==> config.mk <==
export PLATFORM = sky130hd
export DESIGN_NAME = temporal_macro_scanner_flat
export DESIGN_NICKNAME = d
export VERILOG_FILES = /design/src/rtl/core/tms_pkg.sv /design/src/rtl/core/tms_in_if.sv /design/src/rtl/core/tms_out_if.sv /design/src/rtl/core/tms_cell.sv /design/src/rtl/core/temporal_macro_scanner.sv /design/src/flat_wrapper.sv
export SDC_FILE = /design/constraint.sdc
export NUM_CORES = 1
export LEC_CHECK = 0
export ABC_AREA = 1
export BUFFER_PORTS_ARGS = -buffer_cell sky130_fd_sc_hd__buf_4
export CAP_MARGIN = 20
export CORE_ASPECT_RATIO = 0.75
export CORE_MARGIN = 2
export CORE_UTILIZATION = 66
export DETAILED_ROUTE_END_ITERATION = 7
export GPL_TIMING_DRIVEN = 0
export PLACE_DENSITY = 0.81
export SLEW_MARGIN = 20
export SYNTH_ARGS = -nofsm -noshare
export SYNTH_HDL_FRONTEND = slang
export SYNTH_SLANG_ARGS = --single-unit
==> constraint.sdc <==
create_clock -name clk -period 4.3 [get_ports clk]
set_input_delay 0.43 -clock clk [delete_from_list [all_inputs] [get_ports clk]]
set_output_delay 0.43 -clock clk [all_outputs]
set_load 0.03 [all_outputs]
==> src/rtl/core/tms_pkg.sv <==
// ----------------------------------------------------------------------------
// tms_pkg
// Shared constants and helpers for the temporal macro scanner.
// ----------------------------------------------------------------------------
package tms_pkg;

	localparam int unsigned WIN_LEN  = 14;            // history cells
	localparam int unsigned BUF_LEN  = WIN_LEN + 1;   // history plus incoming byte
	localparam int unsigned NAME_MAX = 13;

	typedef logic [7:0] byte_t;

	// names right-aligned in a 13-byte field, first char in the highest used byte
	localparam logic [NAME_MAX*8-1:0] NAME_DATE  = (NAME_MAX*8)'("__DATE__");
	localparam logic [NAME_MAX*8-1:0] NAME_TIME  = (NAME_MAX*8)'("__TIME__");
	localparam logic [NAME_MAX*8-1:0] NAME_STAMP = (NAME_MAX*8)'("__TIMESTAMP__");
	localparam int unsigned LEN_DATE  = 8;
	localparam int unsigned LEN_TIME  = 8;
	localparam int unsigned LEN_STAMP = 13;

	localparam byte_t CH_UNDERSCORE = 8'h5F;

	// '_' or ASCII alphanumeric
	function automatic logic is_ident(input byte_t b);
		return (b == CH_UNDERSCORE) ||
			(b >= 8'h30 && b <= 8'h39) ||
			(b >= 8'h41 && b <= 8'h5A) ||
			(b >= 8'h61 && b <= 8'h7A);
	endfunction

endpackage

==> src/rtl/core/tms_in_if.sv <==
// ----------------------------------------------------------------------------
// tms_in_if
// Text byte channel: one byte per transaction, with a last-byte flag.
// ----------------------------------------------------------------------------
interface tms_in_if;
	logic       valid;
	logic       ready;
	logic [7:0] text_byte;
	logic       end_of_text;

	modport source (output valid, output text_byte, output end_of_text, input ready);
	modport sink   (input valid, input text_byte, input end_of_text, output ready);
endinterface

==> src/rtl/core/tms_out_if.sv <==
// ----------------------------------------------------------------------------
// tms_out_if
// Result channel: three found flags per text.
// ----------------------------------------------------------------------------
interface tms_out_if;
	logic valid;
	logic ready;
	logic date_found;
	logic time_found;
	logic stamp_found;

	modport source (output valid, output date_found, output time_found,
		output stamp_found, input ready);
	modport sink   (input valid, input date_found, input time_found,
		input stamp_found, output ready);
endinterface

==> src/rtl/core/tms_cell.sv <==
// ----------------------------------------------------------------------------
// tms_cell
// One history cell: holds a byte and its valid mark, takes its neighbor's
// byte on every accepted mid-text transaction and flags identifier characters.
// ----------------------------------------------------------------------------
module tms_cell
	import tms_pkg::*;
(
	input  logic  clk,
	input  logic  arst_n,
	input  logic  shift,
	input  logic  flush,
	input  byte_t d_byte,
	input  logic  d_valid,
	output byte_t q_byte,
	output logic  q_valid,
	output logic  q_ident
);

	byte_t byte_q;
	logic  valid_q;

	always_ff @(posedge clk) begin
		if (shift) begin
			byte_q <= d_byte;
		end
	end

	always_ff @(posedge clk or negedge arst_n) begin
		if (!arst_n) begin
			valid_q <= 1'b0;
		end else if (flush) begin
			valid_q <= 1'b0;
		end else if (shift) begin
			valid_q <= d_valid;
		end
	end

	assign q_byte  = byte_q;
	assign q_valid = valid_q;
	assign q_ident = is_ident(byte_q);

endmodule

==> src/rtl/core/temporal_macro_scanner.sv <==
// ----------------------------------------------------------------------------
// temporal_macro_scanner
// Whole-identifier search for __DATE__, __TIME__ and __TIMESTAMP__.
// ----------------------------------------------------------------------------
// Takes one text byte per cycle with no gaps between texts. Bytes shift
// through a chain of 14 history cells; every cycle the cells plus the
// incoming byte are compared against the three names at the two possible end
// positions, and hits set sticky flags. The transaction that carries
// end_of_text produces one result, registered, on the next cycle, and the
// chain starts the following text from empty. Input is only held off while a
// result waits in the output register and the sink is not ready.
module temporal_macro_scanner
	import tms_pkg::*;
(
	input  logic clk,
	input  logic arst_n,
	tms_in_if.sink    in_ch,
	tms_out_if.source out_ch
);

	logic accept;
	logic shift;
	logic flush;

	byte_t              hist_byte  [WIN_LEN];
	logic [WIN_LEN-1:0] hist_valid;
	logic [WIN_LEN-1:0] hist_ident;
	byte_t              cur_byte;

	logic date_seen_q, time_seen_q, stamp_seen_q;
	logic out_valid_q;
	logic out_date_q, out_time_q, out_stamp_q;

	logic hit_date, hit_time, hit_stamp;

	assign cur_byte    = in_ch.text_byte;
	assign in_ch.ready = !out_valid_q || out_ch.ready;
	assign accept      = in_ch.valid && in_ch.ready;
	assign shift       = accept && !in_ch.end_of_text;
	assign flush       = accept && in_ch.end_of_text;

	for (genvar i = 0; i < WIN_LEN; i++) begin : g_cell
		byte_t d_byte;
		logic  d_valid;
		if (i == WIN_LEN - 1) begin : g_head
			assign d_byte  = cur_byte;
			assign d_valid = 1'b1;
		end else begin : g_body
			assign d_byte  = hist_byte[i+1];
			assign d_valid = hist_valid[i+1];
		end
		tms_cell u_cell (
			.clk     (clk),
			.arst_n  (arst_n),
			.shift   (shift),
			.flush   (flush),
			.d_byte  (d_byte),
			.d_valid (d_valid),
			.q_byte  (hist_byte[i]),
			.q_valid (hist_valid[i]),
			.q_ident (hist_ident[i])
		);
	end

	// name of length len ending at buffer index last; buffer index WIN_LEN is
	// the incoming byte, always valid. Called with constant arguments only.
	function automatic logic name_hit(
		input byte_t                  hb [WIN_LEN],
		input logic [WIN_LEN-1:0]     hv,
		input logic [WIN_LEN-1:0]     hi,
		input byte_t                  cb,
		input int unsigned            last,
		input logic [NAME_MAX*8-1:0]  name,
		input int unsigned            len
	);
		logic        ok;
		int unsigned start;
		int unsigned pos;
		byte_t       b;
		ok    = 1'b1;
		start = last + 1 - len;
		for (int unsigned k = 0; k < NAME_MAX; k++) begin
			if (k < len) begin
				pos = start + k;
				b   = (pos == WIN_LEN) ? cb : hb[pos];
				if (b != name[8*(len-k)-1 -: 8]) ok = 1'b0;
				if (pos < WIN_LEN && !hv[pos]) ok = 1'b0;
			end
		end
		// byte in front must be absent or a non-identifier
		if (hv[start-1] && hi[start-1]) ok = 1'b0;
		return ok;
	endfunction

	always_comb begin
		logic closed;
		closed    = !is_ident(cur_byte);
		hit_date  = (closed && name_hit(hist_byte, hist_valid, hist_ident, cur_byte,
			WIN_LEN-1, NAME_DATE, LEN_DATE)) ||
			(in_ch.end_of_text && name_hit(hist_byte, hist_valid, hist_ident, cur_byte,
			WIN_LEN, NAME_DATE, LEN_DATE));
		hit_time  = (closed && name_hit(hist_byte, hist_valid, hist_ident, cur_byte,
			WIN_LEN-1, NAME_TIME, LEN_TIME)) ||
			(in_ch.end_of_text && name_hit(hist_byte, hist_valid, hist_ident, cur_byte,
			WIN_LEN, NAME_TIME, LEN_TIME));
		hit_stamp = (closed && name_hit(hist_byte, hist_valid, hist_ident, cur_byte,
			WIN_LEN-1, NAME_STAMP, LEN_STAMP)) ||
			(in_ch.end_of_text && name_hit(hist_byte, hist_valid, hist_ident, cur_byte,
			WIN_LEN, NAME_STAMP, LEN_STAMP));
	end

	always_ff @(posedge clk or negedge arst_n) begin
		if (!arst_n) begin
			date_seen_q  <= 1'b0;
			time_seen_q  <= 1'b0;
			stamp_seen_q <= 1'b0;
		end else if (flush) begin
			date_seen_q  <= 1'b0;
			time_seen_q  <= 1'b0;
			stamp_seen_q <= 1'b0;
		end else if (shift) begin
			date_seen_q  <= date_seen_q  | hit_date;
			time_seen_q  <= time_seen_q  | hit_time;
			stamp_seen_q <= stamp_seen_q | hit_stamp;
		end
	end

	always_ff @(posedge clk or negedge arst_n) begin
		if (!arst_n) begin
			out_valid_q <= 1'b0;
		end else if (flush) begin
			out_valid_q <= 1'b1;
		end else if (out_ch.ready) begin
			out_valid_q <= 1'b0;
		end
	end

	always_ff @(posedge clk) begin
		if (flush) begin
			out_date_q  <= date_seen_q  | hit_date;
			out_time_q  <= time_seen_q  | hit_time;
			out_stamp_q <= stamp_seen_q | hit_stamp;
		end
	end

	assign out_ch.valid       = out_valid_q;
	assign out_ch.date_found  = out_date_q;
	assign out_ch.time_found  = out_time_q;
	assign out_ch.stamp_found = out_stamp_q;

endmodule

==> src/flat_wrapper.sv <==
// flat-port wrapper written by rule: the top's interface ports become plain ports
module temporal_macro_scanner_flat import tms_pkg::*;
  (clk, arst_n, in_ch_valid, in_ch_text_byte, in_ch_end_of_text, in_ch_ready, out_ch_valid, out_ch_date_found, out_ch_time_found, out_ch_stamp_found, out_ch_ready);
  tms_in_if in_ch_i ();
  tms_out_if out_ch_i ();
  input  logic clk;
  input  logic arst_n;
  input wire logic [$bits(in_ch_i.valid)-1:0] in_ch_valid;
  input wire logic [$bits(in_ch_i.text_byte)-1:0] in_ch_text_byte;
  input wire logic [$bits(in_ch_i.end_of_text)-1:0] in_ch_end_of_text;
  output wire logic [$bits(in_ch_i.ready)-1:0] in_ch_ready;
  output wire logic [$bits(out_ch_i.valid)-1:0] out_ch_valid;
  output wire logic [$bits(out_ch_i.date_found)-1:0] out_ch_date_found;
  output wire logic [$bits(out_ch_i.time_found)-1:0] out_ch_time_found;
  output wire logic [$bits(out_ch_i.stamp_found)-1:0] out_ch_stamp_found;
  input wire logic [$bits(out_ch_i.ready)-1:0] out_ch_ready;
  assign in_ch_i.valid = in_ch_valid;
  assign in_ch_i.text_byte = in_ch_text_byte;
  assign in_ch_i.end_of_text = in_ch_end_of_text;
  assign in_ch_ready = in_ch_i.ready;
  assign out_ch_valid = out_ch_i.valid;
  assign out_ch_date_found = out_ch_i.date_found;
  assign out_ch_time_found = out_ch_i.time_found;
  assign out_ch_stamp_found = out_ch_i.stamp_found;
  assign out_ch_i.ready = out_ch_ready;
  temporal_macro_scanner u_core (.clk(clk), .arst_n(arst_n), .in_ch(in_ch_i), .out_ch(out_ch_i));
endmodule
==> flow_metrics.py <==
metrics = {
    "synth": {
        "synth_warnings": 0,
        "syn_area_um2": 5802,
        "syn_nets": 590,
        "synth_cell_types": 22,
        "netlist_instances": 577,
        "yosys.area.top_type_share": 0.5952,
        "yosysSeqAreaShare": 0.6728,
        "syn_area_per_cell_um2": 10.06,
        "ys_seq_elements": 133,
        "synth_top_area_cell": "edfxtp_1",
        "synthTopCellsByArea": "edfxtp_1 (60%), nand2_1 (8.3%), dfrtp_1 (7.8%), nor2_1 (7.2%), inv_1 (5.8%)",
    },
    "global_route": {
        "grt_max_degree": 32,
        "grt_pass1_wl_um": 22130,
        "antenna_found_initial": 0,
        "grt_pass1_vias": 4220,
        "grt_overflow": 0,
        "globalRouteTotalUtil": 0.3161,
    },
    "final_layout": {
        "diodes": 0,
        "final_area_um2": 6719,
        "area_growth_syn_to_layout_pct": 15.81,
        "fin_nets": 631,
        "drive_gt1_frac": 0.09984,
    },
    "hold_path": {
        "worstHoldStart": "in_ch_text_byte[7]",
        "hold_class": "input pin to flip-flop",
        "holdPathEnd": "u_core.g_cell[13].u_cell.q_byte[7]$_DFFE_PP_",
        "hold_path_depth": 1,
    },
    "sta": {
        "relSlewSlack": 0.6585,
        "setup_violations": 0,
        "period_share": 0.4567,
        "fin_skew_ns": 0.006766,
        "period_needed_ns": 1.964,
        "grt_setup_unrepaired": "false",
        "finalSetupTns_ns": 0,
        "hold_viol_final": 0,
        "worst_pin_slew_ns": 0.5103,
        "slew_violations": 0,
        "fmax_ghz": 0.5092,
    },
    "placed_design": {
        "port_buffers": 17,
        "gp_congestion": 0.9412,
        "postPlaceCellArea_um2": 6160,
        "hpwl_um": 9499,
    },
    "clock_tree": {
        "clk_latency_ns": 0.42,
        "cts_made_buffers": 17,
        "cts_root_buffer": "clkbuf_16",
        "cts-resized-gates": 0,
        "htreeDepth": 4,
        "cts.sinks": 133,
        "cts_tree": "done",
        "clkSlewWorstSetupHoldPaths_ns": 0.06,
        "clk_path_buf_depth": 2,
    },
    "worst_setup_path": {
        "r2r_start": "u_core.out_ch.valid$_DFFE_PN0P_",
        "rrSetupSlack_ns": 2.34,
        "worst_r2r_endpoint": "u_core.g_cell[8].u_cell.q_valid$_DFFE_PN0P_",
        "crit_type": "flip-flop to flip-flop",
        "ff2ff_path_depth": 7,
        "crit_start": "u_core.out_ch.valid$_DFFE_PN0P_",
        "cp_max_fo": 22,
        "crit_path_end_kind": "flip-flop",
        "crit_required_ns": 4.62,
        "cp-start-kind": "flip-flop",
        "crit_arrival_ns": 2.29,
    },
    "routing": {
        "routedWlPerCell_um": 18.69,
        "drtIter0Drc": 679,
        "ant_nets": 0,
        "route.detailed.drc": 0,
        "first_pass_iters": 7,
        "routed_wl_um": 13820,
        "routed-via-count": 4352,
        "viasPerCell": 5.889,
    },
    "power_and_ir_drop": {
        "share_comb_of_total_power": 0.048,
        "power_leakage_nw": 2.654,
        "ir_worst_vdd_mv": 0.4695,
        "intPower_mw": 2.353,
        "seq_power_share": 0.502,
        "p_clk_frac": 0.450,
        "cellPowerDensity_nw_per_um2": 448.7,
        "p_sw_frac": 0.2196,
        "power_switching_mw": 0.6621,
    },
    "job": {
        "maxCapViolCount": 0,
    },
    "floorplan": {
        "rows": 29,
        "io_pins": 18,
        "dieArea_um2": 9564,
        "initial_core_util": 0.6833,
        "fp.dieH_um": 85.20,
        "die_w_um": 112.3,
        "fp.coreArea_um2": 8491,
    },
    "run_status": {
        "status": "finished clean",
    },
}
-- placed cells by master, fill, tap and decap left out, types with 11 or more instances in the layout --
| cell | count |
|---|---|
| nand2_1 | 128 |
| edfxtp_1 | 115 |
| nor2_1 | 112 |
| inv_1 | 89 |
| nand3_1 | 39 |
| dfrtp_1 | 18 |
| clkbuf_16 | 17 |
| buf_4 | 17 |
| nand4_1 | 14 |
| o22ai_1 | 13 |
| nor3_1 | 11 |
-- final cells by class --
| cell class | instances | area [um^2] |
|---|---|---|
| repair buffers | 22 | 232.7 |
| multi-input cells | 349 | 1539 |
| inverters | 93 | 349.1 |
| well taps | 108 | 135.1 |
| clock inverters | 12 | 112.6 |
| fillers | 490 | 1772 |
| plain buffers | 2 | 10.01 |
| flip-flops and latches | 133 | 3904 |
| clock buffers | 20 | 436.7 |
-- critical path, cell delays in order, from the launching register on --
cell	delay, ns
dfrtp_1	0.37
nand2_1	0.11
nand2_1	0.20
nor2_4	0.45
buf_16	0.24
inv_1	0.11
buf_2	0.21
o22ai_1	0.17
-- metrics by stage --
stage / hold WS (ns) / power (mW) / worst slack, ns / std cells / utilization
2_1_floorplan: 0.1344 / 1.601 / 0.8729 / 577 / -
3_3_place_gp: 0.3059 / 1.654 / 0.4112 / 702 / 0.7143
3_5_place_dp: 0.3134 / 1.673 / 2.264 / 706 / 0.7255
4_1_cts: 0.2061 / 3.015 / 2.378 / 739 / 0.7913
5_1_grt: 0.2063 / 3.096 / 2.212 / 739 / 0.7913
6_report: 0.2177 / 3.015 / 2.336 / 739 / 0.7913
-- cell usage after synthesis --
library cell / instances
nor2_2: 1
nand2_1: 128
nor2_4: 1
inv_1: 89
o22ai_1: 13
dfrtp_1: 18
nand3b_1: 6
a21oi_1: 8
nand3_2: 3
nor2_1: 112
a21oi_2: 1
edfxtp_1: 115
inv_2: 4
nand2_2: 1
nand4_1: 14
o21ai_0: 5
nor3_1: 11
nand3_1: 39
o21ai_1: 2
and2_1: 1
buf_2: 2
nor3_2: 3
-- worst max-delay path by stage --
| stage | endpoint | slack (ns) | cells past startpoint |
|---|---|---|---|
| floorplan | u_core.g_cell[10].u_cell.q_valid$_DFFE_PN0P_ | 0.87 | 6 |
| global placement | u_core.g_cell[5].u_cell.q_valid$_DFFE_PN0P_ | 0.41 | 8 |
| detailed placement | u_core.g_cell[11].u_cell.q_valid$_DFFE_PN0P_ | 2.26 | 9 |
| CTS | u_core.g_cell[4].u_cell.q_valid$_DFFE_PN0P_ | 2.38 | 7 |
| global route | u_core.g_cell[4].u_cell.q_valid$_DFFE_PN0P_ | 2.21 | 7 |
| finish | u_core.g_cell[8].u_cell.q_valid$_DFFE_PN0P_ | 2.34 | 7 |
-- power groups by stage --
stage               logic (mW)  clock network, mW  registers, mW
floorplan               0.0774                  0           1.52
global placement         0.119                  0           1.54
detailed placement       0.139                  0           1.53
CTS                      0.142               1.36           1.51
global route             0.158               1.42           1.52
finish                   0.145               1.36           1.51
-- kinds of logic after synthesis --
logic type,synth area share
buf+inv,0.06189
flops,0.6728
compound gates,0.02847
simple gates,0.2368
-- state kept, by name, summed over array words and instances (netlist names) --
name / flops
u_core.g_cell.u_cell.q_valid: 14
u_core.out_ch.date_found: 1
u_core.out_ch.valid: 1
u_core.out_ch.stamp_found: 1
u_core.out_ch.time_found: 1
u_core.stamp_seen_q: 1
u_core.g_cell.u_cell.q_byte: 112
u_core.date_seen_q: 1
u_core.time_seen_q: 1
-- what timing repair did --
item                                   in CTS  in global routing
endpoints found under the hold margin      18                  0
hold buffers                                1                  0
setup buffers                               0                  0
-- per-layer routing --
layer,track usage,vias up,share of wire
met1,0.4412,1996,0.41
met5,0,-,0
met3,0.1071,57,0.12
li1,-,1997,-
met2,0.4600,302,0.44
met4,0.1408,0,0.036
Note: power is estimated with default switching activity, not from simulation.
